File: src/hdl/ax25_pkg.sv
`timescale 1ns / 1ps

package ax25_pkg;

    typedef struct packed {
        logic [7:0] info_byte;
        logic       frame_start;
        logic       frame_end;
        logic       byte_valid;
    } info_t;

    typedef struct packed {
        logic [7:0] out_byte;
        logic       run_last;
    } frame_t;

    localparam logic [7:0]  FLAG_BYTE  = 8'h7E;
    localparam logic [15:0] CRC_POLY   = 16'h8408;
    localparam logic [15:0] CRC_PRESET = 16'hFFFF;

    localparam logic [55:0] DEST_RESET = 56'h4E4F43414C4C60;
    localparam logic [55:0] SRC_RESET  = 56'h4E4F43414C4C62;
    localparam logic [7:0]  CTRL_RESET = 8'h03;
    localparam logic [7:0]  PID_RESET  = 8'hF0;

    localparam int          ADDR_W   = 5;
    localparam logic [1:0]  REG_DEST = 2'd0;
    localparam logic [1:0]  REG_SRC  = 2'd1;
    localparam logic [1:0]  REG_CTRL = 2'd2;
    localparam logic [1:0]  REG_PID  = 2'd3;

    // byte positions within one word's run of output bytes
    localparam int          STEP_W          = 5;
    localparam logic [4:0]  STEP_FLAG_OPEN  = 5'd0;
    localparam logic [4:0]  STEP_DEST_FIRST = 5'd1;
    localparam logic [4:0]  STEP_DEST_LAST  = 5'd7;
    localparam logic [4:0]  STEP_SRC_FIRST  = 5'd8;
    localparam logic [4:0]  STEP_SRC_LAST   = 5'd14;
    localparam logic [4:0]  STEP_CTRL       = 5'd15;
    localparam logic [4:0]  STEP_PID        = 5'd16;
    localparam logic [4:0]  STEP_INFO       = 5'd17;
    localparam logic [4:0]  STEP_FCS_LO     = 5'd18;
    localparam logic [4:0]  STEP_FCS_HI     = 5'd19;
    localparam logic [4:0]  STEP_FLAG_CLOSE = 5'd20;

    function automatic logic [15:0] crc_byte(input logic [15:0] crc, input logic [7:0] b);
        logic [15:0] c;
        c = crc ^ {8'h00, b};
        for (int k = 0; k < 8; k++)
        begin
            if (c[0])
            begin
                c = (c >> 1) ^ CRC_POLY;
            end
            else
            begin
                c = c >> 1;
            end
        end
        return c;
    endfunction

endpackage

File: src/hdl/ax25_ui_frame_builder.sv
`timescale 1ns / 1ps

// Channel   Dir  Handshake                  Word
// info      in   info_valid / info_ready    ax25_pkg::info_t
// frame     out  frame_valid / frame_ready  ax25_pkg::frame_t
// apb       in   psel / penable / pready    64-bit registers at 8*i
//
// One output byte per cycle while frame_ready keeps the output register
// draining; a word causes up to 21 bytes. The next word is taken in
// the cycle its predecessor's last byte enters the output register.
// The output register holds its byte while frame_ready is low; the byte
// sequencer then stalls. Reset clears the frame, presets CRC and registers.
module ax25_ui_frame_builder
(
    input  logic                               clk,
    input  logic                               rst_n,
    input  logic                               psel,
    input  logic                               penable,
    input  logic                               pwrite,
    input  logic [ax25_pkg::ADDR_W-1:0]        paddr,
    input  logic [63:0]                        pwdata,
    output logic [63:0]                        prdata,
    output logic                               pready,
    input  logic                               info_valid,
    output logic                               info_ready,
    input  ax25_pkg::info_t                    info,
    output logic                               frame_valid,
    input  logic                               frame_ready,
    output ax25_pkg::frame_t                   frame
);

    logic [55:0] dest_reg;
    logic [55:0] src_reg;
    logic [7:0]  ctrl_reg;
    logic [7:0]  pid_reg;
    logic [1:0]  reg_idx;
    logic        cfg_wr;

    ax25_pkg::info_t             item_reg;
    logic                        item_vld_reg;
    logic                        started_reg;
    logic [ax25_pkg::STEP_W-1:0] step_reg;
    logic [ax25_pkg::STEP_W-1:0] step_next;
    logic [15:0]                 crc_reg;
    logic [15:0]                 crc_next;
    logic                        in_frame_reg;
    logic                        in_frame_next;
    logic                        out_valid_reg;
    ax25_pkg::frame_t            out_reg;

    logic                        info_en;
    logic                        end_en;
    logic                        first_vld;
    logic [ax25_pkg::STEP_W-1:0] first_step;
    logic                        cur_vld;
    logic [ax25_pkg::STEP_W-1:0] cur_step;
    logic                        nxt_vld;
    logic [ax25_pkg::STEP_W-1:0] nxt_step;
    logic [2:0]                  byte_idx;
    logic [7:0]                  cur_byte;
    logic                        crc_en;
    logic [15:0]                 fcs;
    logic                        fire;
    logic                        item_done;
    logic                        accept;

    assign reg_idx = paddr[ax25_pkg::ADDR_W-1:3];
    assign cfg_wr  = psel && penable && pwrite;
    assign pready  = 1'b1;

    always_comb
    begin
        case (reg_idx)
            ax25_pkg::REG_DEST: prdata = {8'h00, dest_reg};
            ax25_pkg::REG_SRC:  prdata = {8'h00, src_reg};
            ax25_pkg::REG_CTRL: prdata = {56'h0, ctrl_reg};
            ax25_pkg::REG_PID:  prdata = {56'h0, pid_reg};
            default:            prdata = 64'h0;
        endcase
    end

    always_ff @(posedge clk or negedge rst_n)
    begin
        if (!rst_n)
        begin
            dest_reg <= ax25_pkg::DEST_RESET;
            src_reg  <= ax25_pkg::SRC_RESET;
            ctrl_reg <= ax25_pkg::CTRL_RESET;
            pid_reg  <= ax25_pkg::PID_RESET;
        end
        else if (cfg_wr)
        begin
            case (reg_idx)
                ax25_pkg::REG_DEST: dest_reg <= pwdata[55:0];
                ax25_pkg::REG_SRC:  src_reg  <= pwdata[55:0];
                ax25_pkg::REG_CTRL: ctrl_reg <= pwdata[7:0];
                ax25_pkg::REG_PID:  pid_reg  <= pwdata[7:0];
                default:            ;
            endcase
        end
    end

    // which parts of the run this word owns
    assign info_en = item_reg.byte_valid && (item_reg.frame_start || in_frame_reg);
    assign end_en  = item_reg.frame_end && (item_reg.frame_start || in_frame_reg);

    always_comb
    begin
        first_vld  = 1'b1;
        first_step = ax25_pkg::STEP_FLAG_OPEN;
        if (item_reg.frame_start)
        begin
            first_step = ax25_pkg::STEP_FLAG_OPEN;
        end
        else if (info_en)
        begin
            first_step = ax25_pkg::STEP_INFO;
        end
        else if (end_en)
        begin
            first_step = ax25_pkg::STEP_FCS_LO;
        end
        else
        begin
            first_vld = 1'b0;
        end
    end

    assign cur_vld  = started_reg ? 1'b1 : first_vld;
    assign cur_step = started_reg ? step_reg : first_step;

    always_comb
    begin
        nxt_vld  = 1'b0;
        nxt_step = cur_step + 5'd1;
        case (cur_step) inside
            [ax25_pkg::STEP_FLAG_OPEN:ax25_pkg::STEP_CTRL]:
            begin
                nxt_vld = 1'b1;
            end
            ax25_pkg::STEP_PID:
            begin
                if (info_en)
                begin
                    nxt_vld  = 1'b1;
                    nxt_step = ax25_pkg::STEP_INFO;
                end
                else if (end_en)
                begin
                    nxt_vld  = 1'b1;
                    nxt_step = ax25_pkg::STEP_FCS_LO;
                end
            end
            ax25_pkg::STEP_INFO:
            begin
                nxt_vld  = end_en;
                nxt_step = ax25_pkg::STEP_FCS_LO;
            end
            ax25_pkg::STEP_FCS_LO, ax25_pkg::STEP_FCS_HI:
            begin
                nxt_vld = 1'b1;
            end
            default:
            begin
                nxt_vld = 1'b0;
            end
        endcase
    end

    assign fcs = ~crc_reg;

    always_comb
    begin
        byte_idx = 3'd0;
        crc_en   = 1'b0;
        cur_byte = ax25_pkg::FLAG_BYTE;
        case (cur_step) inside
            [ax25_pkg::STEP_DEST_FIRST:ax25_pkg::STEP_DEST_LAST]:
            begin
                byte_idx = 3'(ax25_pkg::STEP_DEST_LAST - cur_step);
                cur_byte = 8'(dest_reg >> {byte_idx, 3'b000});
                crc_en   = 1'b1;
            end
            [ax25_pkg::STEP_SRC_FIRST:ax25_pkg::STEP_SRC_LAST]:
            begin
                byte_idx = 3'(ax25_pkg::STEP_SRC_LAST - cur_step);
                cur_byte = 8'(src_reg >> {byte_idx, 3'b000});
                crc_en   = 1'b1;
            end
            ax25_pkg::STEP_CTRL:
            begin
                cur_byte = ctrl_reg;
                crc_en   = 1'b1;
            end
            ax25_pkg::STEP_PID:
            begin
                cur_byte = pid_reg;
                crc_en   = 1'b1;
            end
            ax25_pkg::STEP_INFO:
            begin
                cur_byte = item_reg.info_byte;
                crc_en   = 1'b1;
            end
            ax25_pkg::STEP_FCS_LO: cur_byte = fcs[7:0];
            ax25_pkg::STEP_FCS_HI: cur_byte = fcs[15:8];
            default:               cur_byte = ax25_pkg::FLAG_BYTE;
        endcase
    end

    assign fire       = item_vld_reg && cur_vld && (!out_valid_reg || frame_ready);
    assign item_done  = item_vld_reg && (!cur_vld || (fire && !nxt_vld));
    assign info_ready = !item_vld_reg || item_done;
    assign accept     = info_valid && info_ready;

    always_comb
    begin
        crc_next      = crc_reg;
        in_frame_next = in_frame_reg;
        step_next     = step_reg;
        if (fire)
        begin
            step_next = nxt_step;
            if (cur_step == ax25_pkg::STEP_FLAG_OPEN)
            begin
                crc_next      = ax25_pkg::CRC_PRESET;
                in_frame_next = 1'b1;
            end
            else if (cur_step == ax25_pkg::STEP_FLAG_CLOSE)
            begin
                crc_next      = ax25_pkg::CRC_PRESET;
                in_frame_next = 1'b0;
            end
            else if (crc_en)
            begin
                crc_next = ax25_pkg::crc_byte(crc_reg, cur_byte);
            end
        end
    end

    always_ff @(posedge clk or negedge rst_n)
    begin
        if (!rst_n)
        begin
            item_vld_reg  <= 1'b0;
            started_reg   <= 1'b0;
            step_reg      <= ax25_pkg::STEP_FLAG_OPEN;
            crc_reg       <= ax25_pkg::CRC_PRESET;
            in_frame_reg  <= 1'b0;
            out_valid_reg <= 1'b0;
        end
        else
        begin
            crc_reg      <= crc_next;
            in_frame_reg <= in_frame_next;
            step_reg     <= step_next;
            if (accept)
            begin
                item_vld_reg <= 1'b1;
                started_reg  <= 1'b0;
            end
            else if (item_done)
            begin
                item_vld_reg <= 1'b0;
                started_reg  <= 1'b0;
            end
            else if (fire)
            begin
                started_reg <= 1'b1;
            end
            if (fire)
            begin
                out_valid_reg <= 1'b1;
            end
            else if (frame_ready)
            begin
                out_valid_reg <= 1'b0;
            end
        end
    end

    always_ff @(posedge clk)
    begin
        if (accept)
        begin
            item_reg <= info;
        end
        if (fire)
        begin
            out_reg.out_byte <= cur_byte;
            out_reg.run_last <= !nxt_vld;
        end
    end

    assign frame_valid = out_valid_reg;
    assign frame       = out_reg;

    // FCS bytes only go out inside an open frame
    a_fcs_in_frame: assert property (@(posedge clk) disable iff (!rst_n)
        (fire && cur_step == ax25_pkg::STEP_FCS_LO) |-> in_frame_reg)
        else $error("FCS emitted with no frame open");

    // closing flag leaves the CRC preset and the frame closed
    a_close_clears: assert property (@(posedge clk) disable iff (!rst_n)
        (fire && cur_step == ax25_pkg::STEP_FLAG_CLOSE)
        |=> (crc_reg == ax25_pkg::CRC_PRESET && !in_frame_reg))
        else $error("frame state not cleared after closing flag");

    // a running sequence never walks past the closing flag
    a_step_range: assert property (@(posedge clk) disable iff (!rst_n)
        (item_vld_reg && started_reg) |-> (step_reg <= ax25_pkg::STEP_FLAG_CLOSE))
        else $error("byte step out of range");

    // a new word is only taken once the previous one is finished
    a_accept_done: assert property (@(posedge clk) disable iff (!rst_n)
        (accept && item_vld_reg) |-> item_done)
        else $error("word accepted over an unfinished one");

    // an opening flag is the first byte of its word's run
    a_open_first: assert property (@(posedge clk) disable iff (!rst_n)
        (fire && cur_step == ax25_pkg::STEP_FLAG_OPEN) |-> !started_reg)
        else $error("opening flag in the middle of a run");

endmodule

File: config.mk
export PLATFORM = sky130hd
export DESIGN_NAME = ax25_ui_frame_builder
export DESIGN_NICKNAME = d
export VERILOG_FILES = /design/src/hdl/ax25_pkg.sv /design/src/hdl/ax25_ui_frame_builder.sv
export SDC_FILE = /design/constraint.sdc
export NUM_CORES = 1
export LEC_CHECK = 0
export CORE_UTILIZATION = 32
export CTS_BUF_LIST = sky130_fd_sc_hd__clkbuf_4 sky130_fd_sc_hd__clkbuf_8 sky130_fd_sc_hd__clkbuf_16
export DETAILED_ROUTE_END_ITERATION = 8
export DONT_BUFFER_PORTS = 1
export PLACE_DENSITY = 0.58
export SYNTH_ARGS = -nofsm -noshare
export SYNTH_HDL_FRONTEND = slang
export SYNTH_SLANG_ARGS = --single-unit
export TNS_END_PERCENT = 100
File: constraint.sdc
create_clock -name clk -period 6.6 [get_ports clk]
set_input_delay 0.99 -clock clk [delete_from_list [all_inputs] [get_ports clk]]
set_output_delay 0.99 -clock clk [all_outputs]
set_load 0.1 [all_outputs]
# After elaboration in Yosys (flattened, before gate mapping)
# Index checks and enable logic that the tools add are counted.
# W data, S select, Z words.
word_totals:
  out_inout_bits: 76
  n_memories: 0
  reg_bits: 173
  inputBits: 87
  mem_bits_ro: 0
  ram_bits: 0
  latch_bits: 0
  word_cells: 158
op_classes:
  addsub: 3
  n_bitwise: 10
  shifts: 2
  n_mux: 78
  n_mul: 0
  n_reduce_logical: 34
  magnitude_cmp: 6
  div_mod_pow: 0
  eq_ne: 9
ops:
  columns: ["op", "n"]
  rows:
  - ["$mux W16", 39]
  - ["$pmux W64 S4", 1]
  - ["$shr A56 B6 Y8", 2]
  - ["$mux W8", 7]
  - ["$mux W5", 9]
  - ["$eq A5 B5 Y1 const B", 5]
  - ["$not A2 Y3", 8]
  - ["$mux W1", 22]
  - ["$not A16 Y16", 1]
  - ["$xor A16 B8 Y16", 1]
  - ["$logic_and A1 B1 Y1", 12]
  - ["$reduce_and A2 Y1", 6]
  - ["$ge A5 B1 Y1 const B", 2]
  - ["$le A5 B4 Y1 const B", 2]
  - ["$reduce_bool A2 Y1", 3]
  - ["$reduce_bool A3 Y1", 2]
  - ["$sub A3 B3 Y3 const A", 2]
  - ["$add A5 B1 Y5 const B", 1]
  - ["$eq A5 B4 Y1 const B", 1]
  - ["$ge A5 B4 Y1 const B", 1]
  - ["$le A5 B3 Y1 const B", 1]
  - ["$logic_not A5 Y1", 1]
  - ["$eq A2 B2 Y1 const B", 2]
  - ["$logic_not A1 Y1", 4]
  - ["4 further kinds", 7]

# Depth between registers and ports, before layout
logic_depth:
  ltp_word: 62
  ltp_mapped: 18

# Worst setup path after synthesis
# OpenSTA, ideal clock, no wires.
synth_timing:
  path_kind: "input -> output"
  start: "input paddr[3] (netlist bit)"
  end: "output prdata[10]"
  n_path_buf: 3
  cell_stages: 5
  setup_slack_ps: 2073
  arrival_ps: 3537
  required_ps: 5610
  cell_sequence: "clkbuf_1 -> buf_1 -> buf_1 -> mux2i_1 -> nor2_1"
synth_via:
  elab_chain_cells: 2
  elab_cells_between_ends: 5
  cone_classes: "3 x eq/ne; 1 x mux; 1 x reduce/logical"
synth_lines:
  columns: ["element", "line", "text"]
  rows:
  - ["from (decl)", "ax25_ui_frame_builder.sv:20", "input logic [ax25_pkg::ADDR_W-1:0] paddr,"]
  - ["$eq A2 B2 Y1 (tied with other cells)", "ax25_ui_frame_builder.sv:73", "case (reg_idx)"]
  - ["$pmux W64 S4 (*)", "ax25_ui_frame_builder.sv:73", null]
  - ["to (decl)", "ax25_ui_frame_builder.sv:22", "output logic [63:0] prdata,"]
# Every way passes the cells marked *; elsewhere a longest branch is shown, timed or not. The select of a mux whose other input is x is not followed.

# Worst setup path in the final report
layout_timing:
  start: "register started_reg"
  end: "output info_ready"
layout_via:
  elab_chain_cells: 12
  elab_cells_between_ends: 22
  cone_classes: "2 x order compare; 4 x eq/ne; 6 x mux; 10 x reduce/logical"
layout_lines:
  columns: ["element", "line", "text"]
  rows:
  - ["from (decl)", "ax25_ui_frame_builder.sv:41", "logic started_reg;"]
  - ["from (signal assigned)", "ax25_ui_frame_builder.sv:246", "started_reg <= 1'b0;"]
  - ["from (signal assigned)", "ax25_ui_frame_builder.sv:260", "started_reg <= 1'b0;"]
  - ["from (signal assigned)", "ax25_ui_frame_builder.sv:265", "started_reg <= 1'b0;"]
  - ["$mux W5", "ax25_ui_frame_builder.sv:130", "assign cur_step = started_reg ? step_reg : first_step;"]
  - ["$eq A5 B5 Y1 (no source line)", null, null]
  - ["$reduce_or A2 Y1", "ax25_ui_frame_builder.sv:136", "case (cur_step) inside"]
  - ["$mux W1 (4 in a row)", "ax25_ui_frame_builder.sv:136", null]
  - ["$logic_not A1 Y1", "ax25_ui_frame_builder.sv:212", "assign item_done = item_vld_reg && (!cur_vld || (fire && !nxt_vld));"]
  - ["$logic_and A1 B1 Y1", "ax25_ui_frame_builder.sv:212", null]
  - ["$logic_or A1 B1 Y1 (*)", "ax25_ui_frame_builder.sv:212", null]
  - ["$logic_and A1 B1 Y1 (*)", "ax25_ui_frame_builder.sv:212", null]
  - ["$logic_or A1 B1 Y1 (*)", "ax25_ui_frame_builder.sv:213", "assign info_ready = !item_vld_reg || item_done;"]
  - ["to (decl)", "ax25_ui_frame_builder.sv:25", "output logic info_ready,"]
# Every way passes the cells marked *; elsewhere a longest branch is shown, timed or not.

==> metrics.log <==
[metrics] crit-path max FO: 29
[metrics] most frequent cells after synthesis: mux2_2, dfrtp_1, dfstp_2
[metrics] R2R Path Start: started_reg$_DFFE_PN0P_
[metrics] number of global-route vias before repair: 6,767
[metrics] Setup TNS Final: 0 ps
[metrics] most frequently used cell type in the post-synthesis netlist: mux2_2
[metrics] sum of overflow across all layers after global routing: 0
[metrics] final worst slack: 821 ps
[metrics] prevailing post-synth register cell: dfrtp_1
[metrics] reported leakage power: 4.31 nW
[metrics] area share of the largest cell type after synthesis: 22.0%
[metrics] DIE AREA: 0.0313 mm2
[metrics] Post-Syn Area: 0.00978 mm2
[metrics] share of the clock period used by the worst path after layout: 87.6%
[metrics] dominant cell type by area after synthesis: dfrtp_1
[metrics] number of max-capacitance violations reported: 0
[metrics] uppermost layer routed: met4
[metrics] most area-consuming cells after synthesis: dfrtp_1, dfstp_2, mux2_2
[metrics] distinct cell type count after synthesis: 83
[metrics] sum of met2 wire segment lengths after detailed routing: 14,100 um
[metrics] largest vdd supply drop: 0.224 mV
[metrics] final weighted congestion in routability-driven placement: 0.906
[metrics] worst stage delay on the critical path: 700 ps
[metrics] Met3 Routed Length: 2090 um
[metrics] minimum clock period after layout: 5780 ps
[metrics] capturing point of the worst reg2reg path: crc_reg[7]$_DFFE_PN1P_
[metrics] final setup vio count: 0
[metrics] Post-route DRC: 0
[metrics] initial antenna violation count: 0
[metrics] count of nets after finishing: 898
[metrics] fraction of layout instances using a drive strength above 1: 40.5%
[metrics] count of pins on the block boundary: 163
[metrics] CTS Root Buffer Type: clkbuf_16
[metrics] first-pass GRT wire length: 43,700 um
[metrics] Tot GR Track Use: 19.0%
[metrics] Worst Tran Pin Value: 1100 ps
[metrics] RSZ-0062 raised after global routing: no
[metrics] Post-Synthesis Mean Instance Area: 11.7 um2
[metrics] Metal-1 WL: 12,400 um
[metrics] final hold slack: 258 ps
[metrics] critical path launch point type: register
[metrics] source-to-sink clock delay at the later pin of the worst-skew pair: 440 ps
[metrics] number of buffers added on ports: 0
[metrics] Cell Pwr Density: 575 mW/mm2
[metrics] clock-pin slew of the registers on the worst-case setup and hold paths: 70 ps
[metrics] row cnt: 63
[metrics] PostCTS Resize Cnt: 0
[metrics] ratio of routed vias to standard cells: 5.54
[metrics] Syn-to-layout area delta: 10.0%
[metrics] R2R setup slack: 1500 ps
[metrics] Place WS: 1330 ps
[metrics] list of cells traversed by the critical path: nand4bb_1 -> nand2_4 -> inv_2 -> ha_1 -> or3_1 -> o21ai_0 -> nand2_1 -> a22oi_1 -> o21ai_0 -> inv_1 -> a21oi_1 -> inv_1
[metrics] required time reported for the critical path endpoint: 5610 ps
[metrics] number of buffers inserted during clock tree synthesis: 17
[metrics] Register-to-Register Path Depth: 14
[metrics] Slowest-stage cell, CP: dfrtp_1
[metrics] worst min-delay path class: primary input to asynchronous set/reset pin
[metrics] effective utilization at floorplan: 32.7%
[metrics] total detailed-routing wirelength: 29,200 um
[metrics] DRT antenna net count: 0
[metrics] final hold violation count: 0
[metrics] path type of the worst setup path: register to output port
[metrics] Core Region: 0.0299 mm2
[metrics] starting DRC count in detailed routing: 484
[metrics] TritonCTS clock tree: built
[metrics] DR vias: 6,695
[metrics] number of diodes: 0
[metrics] total of warnings raised by yosys: 0
[metrics] clock sink total: 173
[metrics] flops & latches, synth: 173
[metrics] final-report max-slew violation count: 0
[metrics] CTS HTree Levels: 4
[metrics] type of element capturing the critical path: output port
[metrics] floorplan die width: 177 um
[metrics] buffers inserted by post-CTS timing repair: 0
[metrics] HPWL reported at the end of detailed placement: 21,200 um
[metrics] maximum clock frequency: 0.173 GHz
[metrics] Post-synth EDFFs: 20
[metrics] arrival time at the worst endpoint: 4790 ps
[metrics] post-synthesis async set-or-reset flop share: 88.4%
[metrics] number of detailed-routing iterations run before antenna repair: 4
[metrics] setup skew after layout: 12.0 ps
[metrics] number of inserted filler cells in the final layout: 2,955
[metrics] pin count of the biggest net entering global routing: 154
[metrics] synthesized netlist cell count: 835
[metrics] floorplan die height: 177 um
[metrics] proportion of synthesized chip area in sequential cells: 46.1%
[metrics] per-cell routed wire length: 24.2 um
[metrics] CTS Hold Buffers Added: 0
[metrics] worst-case headroom to the max-slew limit: 26.3%
[metrics] status: finished clean
[metrics] largest buffer count on any clock path: 2
-- final cells by class --
cell class	instances	area (um2)	area share, %
multi-input combinational	590	5050	46.9
sequential	173	4510	41.9
tap	390	488	4.53
clock buffer	19	447	4.15
clock inverter	13	150	1.39
inverter	16	62.6	0.581
timing repair buffer	7	52.6	0.488
-- how the worst max path moves through the flow --
stage                             from    endpoint  slack (ps)  cells past startpoint
2_1_floorplan                 paddr[3]  prdata[10]        2070                      5
3_3_place_gp   started_reg$_DFFE_PN0P_  info_ready        1280                     12
3_5_place_dp   started_reg$_DFFE_PN0P_  info_ready        1330                     12
4_1_cts        started_reg$_DFFE_PN0P_  info_ready         850                     12
5_1_grt        started_reg$_DFFE_PN0P_  info_ready         510                     12
6_report       started_reg$_DFFE_PN0P_  info_ready         820                     12
-- cell usage in the layout, fill, tap and decap left out, drive strengths merged, types with 11 or more instances in the layout --
cell,n
mux2,132
dfrtp,86
nor2,69
dfstp,67
mux2i,59
nand2,42
o21ai,32
a21oi,28
inv,23
nand3,21
edfxtp,20
clkbuf,19
and3,16
xnor2,16
mux4,11
-- layer usage --
metal	vias up	GRT usage [%]
li1	3005	-
met1	3440	24.4
met5	-	0
met4	0	6.18
met3	25	5.37
met2	225	30.6
-- metrics by stage --
stage,power [mW],area (um2),utilization [%],cells
floorplan,4.47,9810,-,842
global placement,5.11,10200,34.0,1176
detailed placement,5.15,10200,34.0,1176
CTS,6.20,10800,36.0,1208
global route,6.49,10800,36.0,1208
finish,6.19,10800,36.0,1208
-- logic make-up (layout without fill, tap and decap cells) --
family	Yosys count	in the layout	synth area share [%]
other	2	9	0.0768
AND/OR/NAND/NOR	192	192	10.0
XOR/XNOR	24	24	3.17
multiplexers	202	202	23.8
AO/OA/AOI/OAI	157	157	12.2
flip-flops	173	173	46.1
buffers and inverters	79	55	3.82
adder cells (fa/ha/maj)	6	6	0.767
-- critical path: cells and delay by family (launching register included) --
kind	cells	cell delay (ps)
AO/OA/AOI/OAI	4	540
adder cells (fa/ha/maj)	1	440
buffers and inverters	3	1080
flip-flops	1	700
AND/OR/NAND/NOR	4	1560
-- power by group --
part	switching, mW	internal [mW]	leakage [nW]	total [mW]
Sequential	0.553	1.52	1.94	2.07
Combinational	1.93	1.15	2.08	3.08
Clock	0.484	0.553	0.289	1.04
Total	2.97	3.22	4.31	6.19
(Power assumes the default switching activity.)
